[src/rtl/rrsa_pkg.sv]
// shared types, widths and register codes for the rounded rectangle alpha core
// depends on nothing
package rrsa_pkg;

    localparam int PIX_W  = 12;
    localparam int DIM_W  = 13;
    localparam int RAD_W  = 12;
    localparam int COL_W  = 8;
    localparam int IDX_W  = 3;
    localparam int ADDR_W = IDX_W + 2;
    localparam int DATA_W = 32;

    localparam int FRAC_BITS_DEF = 8;
    localparam int MAX_DIM       = 4096;

    // saturation value for the size registers
    localparam logic [DIM_W-1:0] DIM_CAP =
        (MAX_DIM > (2**DIM_W - 1)) ? DIM_W'(2**DIM_W - 1) : DIM_W'(MAX_DIM);

    // half-pixel geometry widths
    localparam int Q_W   = DIM_W + 2;
    localparam int ABS_W = DIM_W + 1;
    localparam int SQ_W  = 2 * ABS_W;
    localparam int S_W   = SQ_W + 1;
    localparam int M_W   = DIM_W + 2;

    localparam logic [DIM_W-1:0] RST_IMAGE_WIDTH   = DIM_W'(64);
    localparam logic [DIM_W-1:0] RST_IMAGE_HEIGHT  = DIM_W'(64);
    localparam logic [RAD_W-1:0] RST_CORNER_RADIUS = '0;
    localparam logic [COL_W-1:0] RST_LEVEL         = '1;

    typedef enum logic [IDX_W-1:0] {
        REG_IMAGE_WIDTH   = 3'd0,
        REG_IMAGE_HEIGHT  = 3'd1,
        REG_CORNER_RADIUS = 3'd2,
        REG_RED_LEVEL     = 3'd3,
        REG_GREEN_LEVEL   = 3'd4,
        REG_BLUE_LEVEL    = 3'd5
    } t_reg_idx;

    typedef struct packed {
        logic [DIM_W-1:0] img_w;
        logic [DIM_W-1:0] img_h;
        logic [RAD_W-1:0] radius;
    } t_geom_cfg;

    // travels beside the distance data down the pipe
    typedef struct packed {
        logic           zero;
        logic [M_W-1:0] m;
    } t_side;

endpackage

[src/rtl/rounded_rect_sdf_alpha_core.sv]
// rounded rectangle pixel generator: config registers, pipeline control, output buffer
// depends on rrsa_pkg, rrsa_geom, rrsa_isqrt, rrsa_cover
//
//  channel   direction  handshake                 word
//  ------    ---------  ------------------------  ---------------------------------
//  config    in/out     psel/penable/pwrite       32-bit register at byte addr 4*i
//  pixel     in         i_in_valid/o_in_ready     pixel_x, pixel_y
//  color     out        o_out_valid/i_out_ready   red_out, green_out, blue_out, alpha_out
//
// one word per cycle sustained while the output is not stalled; the square-root pipeline
// resolves one root bit per stage
// synchronous active-low reset clears the valid bits and restores register defaults
// a word arriving while the output is stalled moves into a one-word skid register, the pipe keeps accepting
// until the skid is full, then freezes as a whole and nothing is lost or repeated
module rounded_rect_sdf_alpha_core #(
    parameter int FRAC_BITS = rrsa_pkg::FRAC_BITS_DEF
) (
    input  logic                        i_clk,
    input  logic                        i_rst_n,
    // config port
    input  logic                        psel,
    input  logic                        penable,
    input  logic                        pwrite,
    input  logic [rrsa_pkg::ADDR_W-1:0] paddr,
    input  logic [rrsa_pkg::DATA_W-1:0] pwdata,
    output logic [rrsa_pkg::DATA_W-1:0] prdata,
    output logic                        pready,
    // pixel words
    input  logic                        i_in_valid,
    output logic                        o_in_ready,
    input  logic [rrsa_pkg::PIX_W-1:0]  i_pixel_x,
    input  logic [rrsa_pkg::PIX_W-1:0]  i_pixel_y,
    // color words
    output logic                        o_out_valid,
    input  logic                        i_out_ready,
    output logic [rrsa_pkg::COL_W-1:0]  o_red_out,
    output logic [rrsa_pkg::COL_W-1:0]  o_green_out,
    output logic [rrsa_pkg::COL_W-1:0]  o_blue_out,
    output logic [rrsa_pkg::COL_W-1:0]  o_alpha_out
);
    import rrsa_pkg::*;

    localparam int RW = (S_W + 2*FRAC_BITS + 1) / 2;

    // config registers
    logic [DIM_W-1:0] r_image_width, r_image_height;
    logic [RAD_W-1:0] r_corner_radius;
    logic [COL_W-1:0] r_red_level, r_green_level, r_blue_level;
    logic             cfg_wr;
    t_reg_idx         cfg_idx;

    // pipeline links
    logic             pipe_en;
    t_geom_cfg        geom_cfg;
    logic             geo_valid;
    logic [S_W-1:0]   geo_sum;
    t_side            geo_side;
    logic             sq_valid;
    logic [RW-1:0]    sq_root;
    t_side            sq_side;
    logic             cov_valid;
    logic [COL_W-1:0] cov_alpha;

    // output register and skid
    logic             r_out_valid, n_out_valid;
    logic [COL_W-1:0] r_out_alpha, n_out_alpha;
    logic             r_skid_valid, n_skid_valid;
    logic [COL_W-1:0] r_skid_alpha, n_skid_alpha;
    logic             out_pop;

    // ---------------------------------------------------------------- config port
    assign pready  = 1'b1;
    assign cfg_idx = t_reg_idx'(paddr[ADDR_W-1:2]);
    assign cfg_wr  = psel && penable && pwrite && pready;

    always_ff @(posedge i_clk) begin
        if (!i_rst_n) begin
            r_image_width   <= RST_IMAGE_WIDTH;
            r_image_height  <= RST_IMAGE_HEIGHT;
            r_corner_radius <= RST_CORNER_RADIUS;
            r_red_level     <= RST_LEVEL;
            r_green_level   <= RST_LEVEL;
            r_blue_level    <= RST_LEVEL;
        end else if (cfg_wr) begin
            case (cfg_idx)
                REG_IMAGE_WIDTH:   r_image_width   <= pwdata[DIM_W-1:0];
                REG_IMAGE_HEIGHT:  r_image_height  <= pwdata[DIM_W-1:0];
                REG_CORNER_RADIUS: r_corner_radius <= pwdata[RAD_W-1:0];
                REG_RED_LEVEL:     r_red_level     <= pwdata[COL_W-1:0];
                REG_GREEN_LEVEL:   r_green_level   <= pwdata[COL_W-1:0];
                REG_BLUE_LEVEL:    r_blue_level    <= pwdata[COL_W-1:0];
                default: ;
            endcase
        end
    end

    // read back, unmapped addresses read zero
    always_comb begin
        case (cfg_idx)
            REG_IMAGE_WIDTH:   prdata = DATA_W'(r_image_width);
            REG_IMAGE_HEIGHT:  prdata = DATA_W'(r_image_height);
            REG_CORNER_RADIUS: prdata = DATA_W'(r_corner_radius);
            REG_RED_LEVEL:     prdata = DATA_W'(r_red_level);
            REG_GREEN_LEVEL:   prdata = DATA_W'(r_green_level);
            REG_BLUE_LEVEL:    prdata = DATA_W'(r_blue_level);
            default:           prdata = '0;
        endcase
    end

    // ---------------------------------------------------------------- pipeline
    // the whole pipe advances while the skid register is empty; the skid takes
    // the one word that can arrive in the cycle the output stalls
    assign pipe_en    = !r_skid_valid;
    assign o_in_ready = pipe_en;

    assign geom_cfg.img_w  = r_image_width;
    assign geom_cfg.img_h  = r_image_height;
    assign geom_cfg.radius = r_corner_radius;

    // offsets, corner distances, squares, sum (4 stages)
    rrsa_geom u_geom (
        .i_clk     (i_clk),
        .i_rst_n   (i_rst_n),
        .i_en      (pipe_en),
        .i_valid   (i_in_valid),
        .i_pixel_x (i_pixel_x),
        .i_pixel_y (i_pixel_y),
        .i_cfg     (geom_cfg),
        .o_valid   (geo_valid),
        .o_sum     (geo_sum),
        .o_side    (geo_side)
    );

    // floor root of sum * 4^frac (RW stages)
    rrsa_isqrt #(
        .FRAC_BITS (FRAC_BITS)
    ) u_isqrt (
        .i_clk   (i_clk),
        .i_rst_n (i_rst_n),
        .i_en    (pipe_en),
        .i_valid (geo_valid),
        .i_sum   (geo_sum),
        .i_side  (geo_side),
        .o_valid (sq_valid),
        .o_root  (sq_root),
        .o_side  (sq_side)
    );

    // coverage clamp and alpha (2 stages)
    rrsa_cover #(
        .FRAC_BITS (FRAC_BITS)
    ) u_cover (
        .i_clk   (i_clk),
        .i_rst_n (i_rst_n),
        .i_en    (pipe_en),
        .i_valid (sq_valid),
        .i_root  (sq_root),
        .i_side  (sq_side),
        .o_valid (cov_valid),
        .o_alpha (cov_alpha)
    );

    // ---------------------------------------------------------------- output buffer
    assign out_pop = r_out_valid && i_out_ready;

    always_comb begin
        n_out_valid  = r_out_valid;
        n_out_alpha  = r_out_alpha;
        n_skid_valid = r_skid_valid;
        n_skid_alpha = r_skid_alpha;
        if (r_skid_valid) begin
            // pipe frozen, drain skid into the output slot
            if (out_pop) begin
                n_out_alpha  = r_skid_alpha;
                n_skid_valid = 1'b0;
            end
        end else if (cov_valid) begin
            if (!r_out_valid || out_pop) begin
                n_out_valid = 1'b1;
                n_out_alpha = cov_alpha;
            end else begin
                n_skid_valid = 1'b1;
                n_skid_alpha = cov_alpha;
            end
        end else if (out_pop) begin
            n_out_valid = 1'b0;
        end
    end

    always_ff @(posedge i_clk) begin
        if (!i_rst_n) begin
            r_out_valid  <= 1'b0;
            r_skid_valid <= 1'b0;
        end else begin
            r_out_valid  <= n_out_valid;
            r_skid_valid <= n_skid_valid;
        end
    end

    always_ff @(posedge i_clk) begin
        r_out_alpha  <= n_out_alpha;
        r_skid_alpha <= n_skid_alpha;
    end

    // colors ride straight from the registers; the user must change them only while idle (unchecked)
    assign o_out_valid = r_out_valid;
    assign o_alpha_out = r_out_alpha;
    assign o_red_out   = r_red_level;
    assign o_green_out = r_green_level;
    assign o_blue_out  = r_blue_level;

endmodule

[src/rtl/rrsa_geom.sv]
// geometry front end: half-pixel offsets, box distances and squared outside distance
// depends on rrsa_pkg
module rrsa_geom (
    input  logic                       i_clk,
    input  logic                       i_rst_n,
    input  logic                       i_en,
    input  logic                       i_valid,
    input  logic [rrsa_pkg::PIX_W-1:0] i_pixel_x,
    input  logic [rrsa_pkg::PIX_W-1:0] i_pixel_y,
    input  rrsa_pkg::t_geom_cfg        i_cfg,
    output logic                       o_valid,
    output logic [rrsa_pkg::S_W-1:0]   o_sum,
    output rrsa_pkg::t_side            o_side
);
    import rrsa_pkg::*;

    logic [DIM_W-1:0]        w_eff, h_eff, r2_dbl, r2;
    logic signed [Q_W-1:0]   px2, py2, px2_neg, py2_neg;
    logic signed [Q_W-1:0]   qx, qy, q_min, inner;
    logic signed [Q_W:0]     m_full;

    logic                    r_v1, r_v2, r_v3, r_v4;
    logic [ABS_W-1:0]        r_apx, r_apy;
    logic [DIM_W-1:0]        r_wr, r_hr, r_r2;
    logic                    r_zero1;
    logic [ABS_W-1:0]        r_ox, r_oy, n_ox, n_oy;
    t_side                   r_side2, r_side3, r_side4, n_side2;
    logic [SQ_W-1:0]         r_sqx, r_sqy;
    logic [S_W-1:0]          r_sum;

    // stage 1: clamp sizes, radius, offsets from the center
    always_comb begin
        w_eff   = (i_cfg.img_w > DIM_CAP) ? DIM_CAP : i_cfg.img_w;
        h_eff   = (i_cfg.img_h > DIM_CAP) ? DIM_CAP : i_cfg.img_h;
        r2_dbl  = {i_cfg.radius, 1'b0};
        r2      = r2_dbl;
        if (r2 > w_eff) begin
            r2 = w_eff;
        end
        if (r2 > h_eff) begin
            r2 = h_eff;
        end
        px2     = $signed({2'b00, i_pixel_x, 1'b1}) - $signed({2'b00, w_eff});
        py2     = $signed({2'b00, i_pixel_y, 1'b1}) - $signed({2'b00, h_eff});
        px2_neg = -px2;
        py2_neg = -py2;
    end

    always_ff @(posedge i_clk) begin
        if (i_en) begin
            r_apx   <= px2[Q_W-1] ? px2_neg[ABS_W-1:0] : px2[ABS_W-1:0];
            r_apy   <= py2[Q_W-1] ? py2_neg[ABS_W-1:0] : py2[ABS_W-1:0];
            r_wr    <= w_eff - r2;
            r_hr    <= h_eff - r2;
            r_r2    <= r2;
            r_zero1 <= (i_cfg.img_w == '0) || (i_cfg.img_h == '0);
        end
    end

    // stage 2: corner-relative distances
    always_comb begin
        qx     = $signed({1'b0, r_apx}) - $signed({2'b00, r_wr});
        qy     = $signed({1'b0, r_apy}) - $signed({2'b00, r_hr});
        n_ox   = (!qx[Q_W-1] && (qx != '0)) ? qx[ABS_W-1:0] : '0;
        n_oy   = (!qy[Q_W-1] && (qy != '0)) ? qy[ABS_W-1:0] : '0;
        q_min  = (qx < qy) ? qx : qy;
        inner  = q_min[Q_W-1] ? q_min : '0;
        m_full = $signed({3'b000, r_r2}) - $signed({inner[Q_W-1], inner});
        n_side2.zero = r_zero1;
        n_side2.m    = m_full[M_W-1:0];
    end

    always_ff @(posedge i_clk) begin
        if (i_en) begin
            r_ox    <= n_ox;
            r_oy    <= n_oy;
            r_side2 <= n_side2;
        end
    end

    // stage 3: squares
    always_ff @(posedge i_clk) begin
        if (i_en) begin
            r_sqx   <= r_ox * r_ox;
            r_sqy   <= r_oy * r_oy;
            r_side3 <= r_side2;
        end
    end

    // stage 4: sum of squares
    always_ff @(posedge i_clk) begin
        if (i_en) begin
            r_sum   <= {1'b0, r_sqx} + {1'b0, r_sqy};
            r_side4 <= r_side3;
        end
    end

    always_ff @(posedge i_clk) begin
        if (!i_rst_n) begin
            r_v1 <= 1'b0;
            r_v2 <= 1'b0;
            r_v3 <= 1'b0;
            r_v4 <= 1'b0;
        end else if (i_en) begin
            r_v1 <= i_valid;
            r_v2 <= r_v1;
            r_v3 <= r_v2;
            r_v4 <= r_v3;
        end
    end

    assign o_valid = r_v4;
    assign o_sum   = r_sum;
    assign o_side  = r_side4;

endmodule

[src/rtl/rrsa_isqrt.sv]
// pipelined floor square root of the scaled sum of squares, one root bit per stage
// depends on rrsa_pkg
module rrsa_isqrt #(
    parameter int FRAC_BITS = rrsa_pkg::FRAC_BITS_DEF
) (
    input  logic                                          i_clk,
    input  logic                                          i_rst_n,
    input  logic                                          i_en,
    input  logic                                          i_valid,
    input  logic [rrsa_pkg::S_W-1:0]                      i_sum,
    input  rrsa_pkg::t_side                               i_side,
    output logic                                          o_valid,
    output logic [(rrsa_pkg::S_W + 2*FRAC_BITS + 1)/2-1:0] o_root,
    output rrsa_pkg::t_side                               o_side
);
    import rrsa_pkg::*;

    localparam int RW   = (S_W + 2*FRAC_BITS + 1) / 2;
    localparam int RADW = 2 * RW;
    localparam int REMW = RW + 2;

    logic [RW-1:0]   r_v;
    logic [REMW-1:0] r_rem  [RW];
    logic [RW-1:0]   r_root [RW];
    logic [RADW-1:0] r_rad  [RW];
    t_side           r_side [RW];

    logic [REMW-1:0] a_rem  [RW];
    logic [RW-1:0]   a_root [RW];
    logic [RADW-1:0] a_rad  [RW];
    t_side           a_side [RW];

    logic [REMW-1:0] cur    [RW];
    logic [REMW-1:0] trial  [RW];
    logic [REMW-1:0] n_rem  [RW];
    logic [RW-1:0]   n_root [RW];

    // stage inputs: first stage from the port, the rest from the stage before
    always_comb begin
        a_rem[0]  = '0;
        a_root[0] = '0;
        a_rad[0]  = RADW'({i_sum, {(2*FRAC_BITS){1'b0}}});
        a_side[0] = i_side;
        for (int k = 1; k < RW; k++) begin
            a_rem[k]  = r_rem[k-1];
            a_root[k] = r_root[k-1];
            a_rad[k]  = r_rad[k-1];
            a_side[k] = r_side[k-1];
        end
    end

    // one restoring step per stage, each stage independent
    always_comb begin
        for (int k = 0; k < RW; k++) begin
            cur[k]   = {a_rem[k][REMW-3:0], a_rad[k][RADW-1:RADW-2]};
            trial[k] = {a_root[k], 2'b01};
            if (cur[k] >= trial[k]) begin
                n_rem[k]  = cur[k] - trial[k];
                n_root[k] = {a_root[k][RW-2:0], 1'b1};
            end else begin
                n_rem[k]  = cur[k];
                n_root[k] = {a_root[k][RW-2:0], 1'b0};
            end
        end
    end

    always_ff @(posedge i_clk) begin
        if (i_en) begin
            for (int k = 0; k < RW; k++) begin
                r_rem[k]  <= n_rem[k];
                r_root[k] <= n_root[k];
                r_rad[k]  <= {a_rad[k][RADW-3:0], 2'b00};
                r_side[k] <= a_side[k];
            end
        end
    end

    always_ff @(posedge i_clk) begin
        if (!i_rst_n) begin
            r_v <= '0;
        end else if (i_en) begin
            r_v <= {r_v[RW-2:0], i_valid};
        end
    end

    assign o_valid = r_v[RW-1];
    assign o_root  = r_root[RW-1];
    assign o_side  = r_side[RW-1];

endmodule

[src/rtl/rrsa_cover.sv]
// coverage clamp and alpha scaling, two stages
// depends on rrsa_pkg
module rrsa_cover #(
    parameter int FRAC_BITS = rrsa_pkg::FRAC_BITS_DEF
) (
    input  logic                                          i_clk,
    input  logic                                          i_rst_n,
    input  logic                                          i_en,
    input  logic                                          i_valid,
    input  logic [(rrsa_pkg::S_W + 2*FRAC_BITS + 1)/2-1:0] i_root,
    input  rrsa_pkg::t_side                               i_side,
    output logic                                          o_valid,
    output logic [rrsa_pkg::COL_W-1:0]                    o_alpha
);
    import rrsa_pkg::*;

    localparam int RW = (S_W + 2*FRAC_BITS + 1) / 2;
    localparam int TW = M_W + FRAC_BITS;
    localparam int DW = ((TW > RW) ? TW : RW) + 1;
    localparam int CW = FRAC_BITS + 2;
    localparam logic [DW-2:0] C2_MAX = (DW-1)'(1) << (FRAC_BITS + 1);

    logic [M_W-1:0]       m_inc;
    logic [TW-1:0]        t_scaled;
    logic signed [DW-1:0] diff;
    logic [CW-1:0]        n_c2;
    logic [CW+COL_W-1:0]  prod;

    logic                 r_va, r_vb;
    logic [CW-1:0]        r_c2;
    logic                 r_zero;
    logic [COL_W-1:0]     r_alpha;

    // doubled coverage: (m + 1) * 2^f - root, clamped to [0, 2^(f+1)]
    always_comb begin
        m_inc    = i_side.m + M_W'(1);
        t_scaled = {m_inc, {FRAC_BITS{1'b0}}};
        diff     = $signed(DW'(t_scaled)) - $signed(DW'(i_root));
        if (diff[DW-1]) begin
            n_c2 = '0;
        end else if (diff[DW-2:0] > C2_MAX) begin
            n_c2 = C2_MAX[CW-1:0];
        end else begin
            n_c2 = diff[CW-1:0];
        end
    end

    always_ff @(posedge i_clk) begin
        if (i_en) begin
            r_c2   <= n_c2;
            r_zero <= i_side.zero;
        end
    end

    // times 255 as shift minus value, then drop f+1 bits
    assign prod = {r_c2, {COL_W{1'b0}}} - {{COL_W{1'b0}}, r_c2};

    always_ff @(posedge i_clk) begin
        if (i_en) begin
            r_alpha <= r_zero ? '0 : prod[FRAC_BITS+COL_W:FRAC_BITS+1];
        end
    end

    always_ff @(posedge i_clk) begin
        if (!i_rst_n) begin
            r_va <= 1'b0;
            r_vb <= 1'b0;
        end else if (i_en) begin
            r_va <= i_valid;
            r_vb <= r_va;
        end
    end

    assign o_valid = r_vb;
    assign o_alpha = r_alpha;

endmodule

[config.mk]
export PLATFORM = sky130hd
export DESIGN_NAME = rounded_rect_sdf_alpha_core
export DESIGN_NICKNAME = d
export VERILOG_FILES = /design/src/rtl/rrsa_pkg.sv /design/src/rtl/rounded_rect_sdf_alpha_core.sv /design/src/rtl/rrsa_geom.sv /design/src/rtl/rrsa_isqrt.sv /design/src/rtl/rrsa_cover.sv
export SDC_FILE = /design/constraint.sdc
export NUM_CORES = 2
export LEC_CHECK = 0
export BUFFER_PORTS_ARGS = -buffer_cell sky130_fd_sc_hd__buf_2
export CAP_MARGIN = 30
export CORE_ASPECT_RATIO = 0.9
export CORE_MARGIN = 2
export CORE_UTILIZATION = 50
export DETAILED_ROUTE_END_ITERATION = 6
export PLACE_DENSITY_LB_ADDON = 0.08
export SYNTH_ARGS = -nofsm -noshare
export SYNTH_HDL_FRONTEND = slang
export SYNTH_HIERARCHICAL = 1
export SYNTH_SLANG_ARGS = --single-unit
[constraint.sdc]
create_clock -name i_clk -period 67.9 [get_ports i_clk]
set_input_delay 0 -clock i_clk [delete_from_list [all_inputs] [get_ports i_clk]]
set_output_delay 0 -clock i_clk [all_outputs]
set_load 0.01 [all_outputs]
==> flow_metrics.py <==
metrics = {
    "detailed_routing": {
        "first_iter_violations": 3222,
        "routed_wirelength_mm": 181,
        "vias_per_cell": 5.35,
        "detail_route.wl_per_cell_um": 17.7,
        "vias": 54700,
        "drc": 2,
        "dr.pass1.iters": 7,
        "final_antenna_net_count": 0,
    },
    "placement": {
        "dp.cells": 9807,
        "pre_cts_ws_ns": 60.01,
        "gp_congestion": 0.856,
        "io_buffers": 93,
        "dp_hpwl_mm": 133,
    },
    "grt": {
        "grt_max_degree": 194,
        "met1_usage_pct": 25.7,
        "use_met3_pct": 2.57,
        "top_usage_layer": "met2",
        "grt_pass1_wl_mm": 292,
        "grt_use_total_pct": 19.7,
        "gr-usage-met2_pct": 33.9,
        "grt_pass1_vias": 55000,
        "grt.overflow.total": 0,
        "antenna_found_initial": 0,
    },
    "timing": {
        "holdWs_ns": 0.0689,
        "timing.final.crit_share_pct": 11.7,
        "setup_slack_ns": 59.92,
        "max_clock_freq_mhz": 125,
        "slew_violations": 0,
        "max_slew_margin_pct": 29.7,
        "rsz0062_at_grt": "no",
        "tightest_slew_ns": 1.05,
        "fin_skew_ns": 0.0396,
        "post-route-min-period_ns": 7.98,
        "finalHoldViolCount": 0,
        "tns_ns": 0,
        "setup_viol": 0,
    },
    "yosys": {
        "synth_cells": 7423,
        "synth_xor_area_share_pct": 5.37,
        "ys_seq_elements": 1674,
        "synth_common_cells": "edfxtp_1, inv_1, ha_1",
        "synth_compound_area_share_pct": 8.82,
        "syn_avg_cell_area_um2": 12.2,
        "synth_top_area_share_pct": 52.4,
        "synth-adder-area-share_pct": 14.2,
        "ys_types": 112,
        "yosysTopAreaCell": "edfxtp_1",
        "yosys-mux-area-fraction_pct": 2.78,
        "synthFlopType": "edfxtp_1",
        "synth_area_leaders": "edfxtp_1, ha_1, fa_1, inv_1, xnor2_1",
        "ys.warnings.count": 6,
        "ys_seq_area_share_pct": 54.4,
        "synthMostInstantiatedCell": "edfxtp_1",
        "ys_async_sr_fraction_pct": 0,
        "synth_top_family_by_area": "adder cells",
        "netlist_area_um2": 90700,
        "synth_edf_count": 1581,
        "synth_simple_gate_area_share_pct": 10.5,
    },
    "floorplanning": {
        "io-pin-count": 135,
        "rows": 148,
        "dieArea_um2": 185000,
        "start_util_pct": 50.2,
        "die_y_um": 408,
        "die_x_um": 453,
        "core_um2": 181000,
    },
    "cells_and_area": {
        "fin_util_pct": 55.7,
        "area_growth_pct": 11.0,
        "nNetsFinal": 8620,
        "layout-drive-gt1-share_pct": 7.54,
        "fillCellCount": 15000,
        "diodes": 0,
        "fin_cells": 10200,
    },
    "power": {
        "p_comb_share_pct": 43.2,
        "p_switching_mw": 1.86,
        "vdd_drop_max_mv": 0.0535,
        "power_frac_seq_pct": 37.9,
        "p_leak_nw": 43.0,
        "p_per_area_nw_per_um2": 50.0,
        "intPower_mw": 3.16,
        "swShare_pct": 37.0,
        "p_clk_share_pct": 18.9,
    },
    "setup_path": {
        "required_ns": 68.49,
        "cpPeakStageDelay_ns": 0.68,
        "crit_path_start_kind": "register",
        "cpMaxStageDelayCell": "o41ai_1",
        "crit_fanout": 20,
        "critPathArrivalTime_ns": 8.57,
        "timing.critical_path.mode_cell": "inv_1",
        "endpoint_kind": "register",
        "path_class": "register to register",
    },
    "cts": {
        "cts_tree": "built",
        "cts.sinks": 1674,
        "h-tree-depth": 4,
        "cts_buffers": 173,
        "clk_latency_ns": 0.80,
        "ctsLongestPathBuffers": 3,
        "clockRootBuffer": "clkbuf_16",
        "ctsResizeCount": 0,
        "path_clk_slew_ns": 0.06,
    },
    "hold_path": {
        "min_path_type": "input pin to register",
    },
    "run_status": {
        "outcome": "finished with violations",
        "failed_checks": "design-rule violations",
    },
    "flow_run": {
        "drv_cap": 0,
    },
}
-- power groups by stage --
| stage | Sequential [mW] | Clock (mW) | Combinational [mW] |
|---|---|---|---|
| floorplan | 1.81 | 0 | 1.70 |
| global placement | 1.92 | 0 | 2.12 |
| detailed placement | 1.93 | 0 | 2.15 |
| CTS | 1.91 | 0.980 | 2.18 |
| global route | 1.95 | 1.02 | 2.46 |
| finish | 1.91 | 0.950 | 2.17 |
-- logic make-up (layout without fill, tap and decap cells) --
logic type / Yosys count / count (layout)
buffers and inverters: 903 / 1282
AO/OA/AOI/OAI: 1251 / 1251
flip-flops: 1674 / 1674
other: 3 / 21
XOR/XNOR: 555 / 555
multiplexers: 238 / 238
AND/OR/NAND/NOR: 1918 / 1918
adder cells (fa/ha/maj): 881 / 881
-- sequential cells by signal, summed over array words and instances, names as in the netlist, 23 cells and up --
| register | flops |
|---|---|
| u_isqrt/r_root | 276 |
| u_isqrt/r_v | 23 |
| u_isqrt/r_rem | 465 |
| u_geom/r_sqx | 27 |
| u_isqrt/r_rad | 210 |
| u_isqrt/r_side | 368 |
| u_geom/r_sqy | 27 |
| u_geom/o_sum | 29 |
-- cell type report --
cell class	instances	area, µm²	area share (%)
Sequential cell	1674	49300	49.0
Multi-Input combinational cell	4864	37900	37.6
Clock buffer	212	4540	4.51
Tap cell	2400	3000	2.98
Inverter	740	2790	2.77
Timing Repair Buffer	218	1830	1.81
Clock inverter	112	1240	1.23
-- cell usage in the layout, fill, tap and decap left out, types with 21 or more instances in the layout --
cell type / Yosys / layout
nor2b_1: 140 / 140
o21a_1: 77 / 77
dfxtp_1: 93 / 93
a21oi_1: 399 / 399
xnor2_1: 315 / 315
dlygate4sd3_1: 0 / 82
clkinv_1: 2 / 32
ha_1: 632 / 632
nor4_1: 72 / 71
clkbuf_1: 105 / 35
clkbuf_16: 0 / 175
inv_1: 738 / 737
and2_1: 129 / 129
nand3_1: 112 / 112
nor3_1: 138 / 138
buf_2: 16 / 93
or2_2: 30 / 30
nand4_1: 55 / 55
a31oi_1: 35 / 34
clkinv_2: 0 / 40
a21o_1: 142 / 142
conb_1: 3 / 21
edfxtp_1: 1581 / 1581
mux2i_1: 129 / 129
o21ai_0: 249 / 249
nand2_1: 498 / 498
nor2_1: 472 / 472
a211oi_1: 36 / 35
mux2_2: 107 / 107
or3_1: 55 / 55
fa_1: 249 / 249
nand2b_1: 84 / 84
o211ai_1: 28 / 28
buf_4: 23 / 29
and3_1: 37 / 37
o21bai_1: 44 / 44
xor2_1: 239 / 239
-- layer usage --
layer | vias to the layer above | part of all wire, %
met3 | 304 | 3.0
met1 | 26500 | 44
met2 | 802 | 49
met4 | 0 | 3.2
met5 | - | 0
li1 | 27100 | -
-- worst max-delay path: cells and delay by family, from the launching register on --
family                   cells  cell delay [ns]
AND/OR/NAND/NOR              3             0.36
flip-flops                   1             0.35
adder cells (fa/ha/maj)      5             1.59
AO/OA/AOI/OAI               16             4.69
buffers and inverters        5             0.52
XOR/XNOR                     1             0.27
-- through the flow --
stage	area (µm²)	power, mW
global route	101000	5.44
global placement	93700	4.05
CTS	100000	5.08
floorplan	90700	3.51
finish	101000	5.03
detailed placement	93800	4.08
-- worst paths after layout --
path	startpoint	end	cells past startpoint	slack [ns]
hold / removal	i_pixel_x[9]	u_geom/r_apx[11]	5	0.07
hold reg to reg	u_isqrt/r_side[2][85]	u_isqrt/r_side[2][101]	0	0.40
setup / recovery	u_geom/r_apx[0]	u_geom/r_side2[14]	30	59.92
setup reg to reg	u_geom/r_apx[0]	u_geom/r_side2[14]	30	59.92
-- repair_timing --
item / CTS / global route
hold buffers: 82 / 0
endpoints found under the hold margin: 134 / 0
setup buffers: 0 / 0
Note: power is estimated with default switching activity, not from simulation.
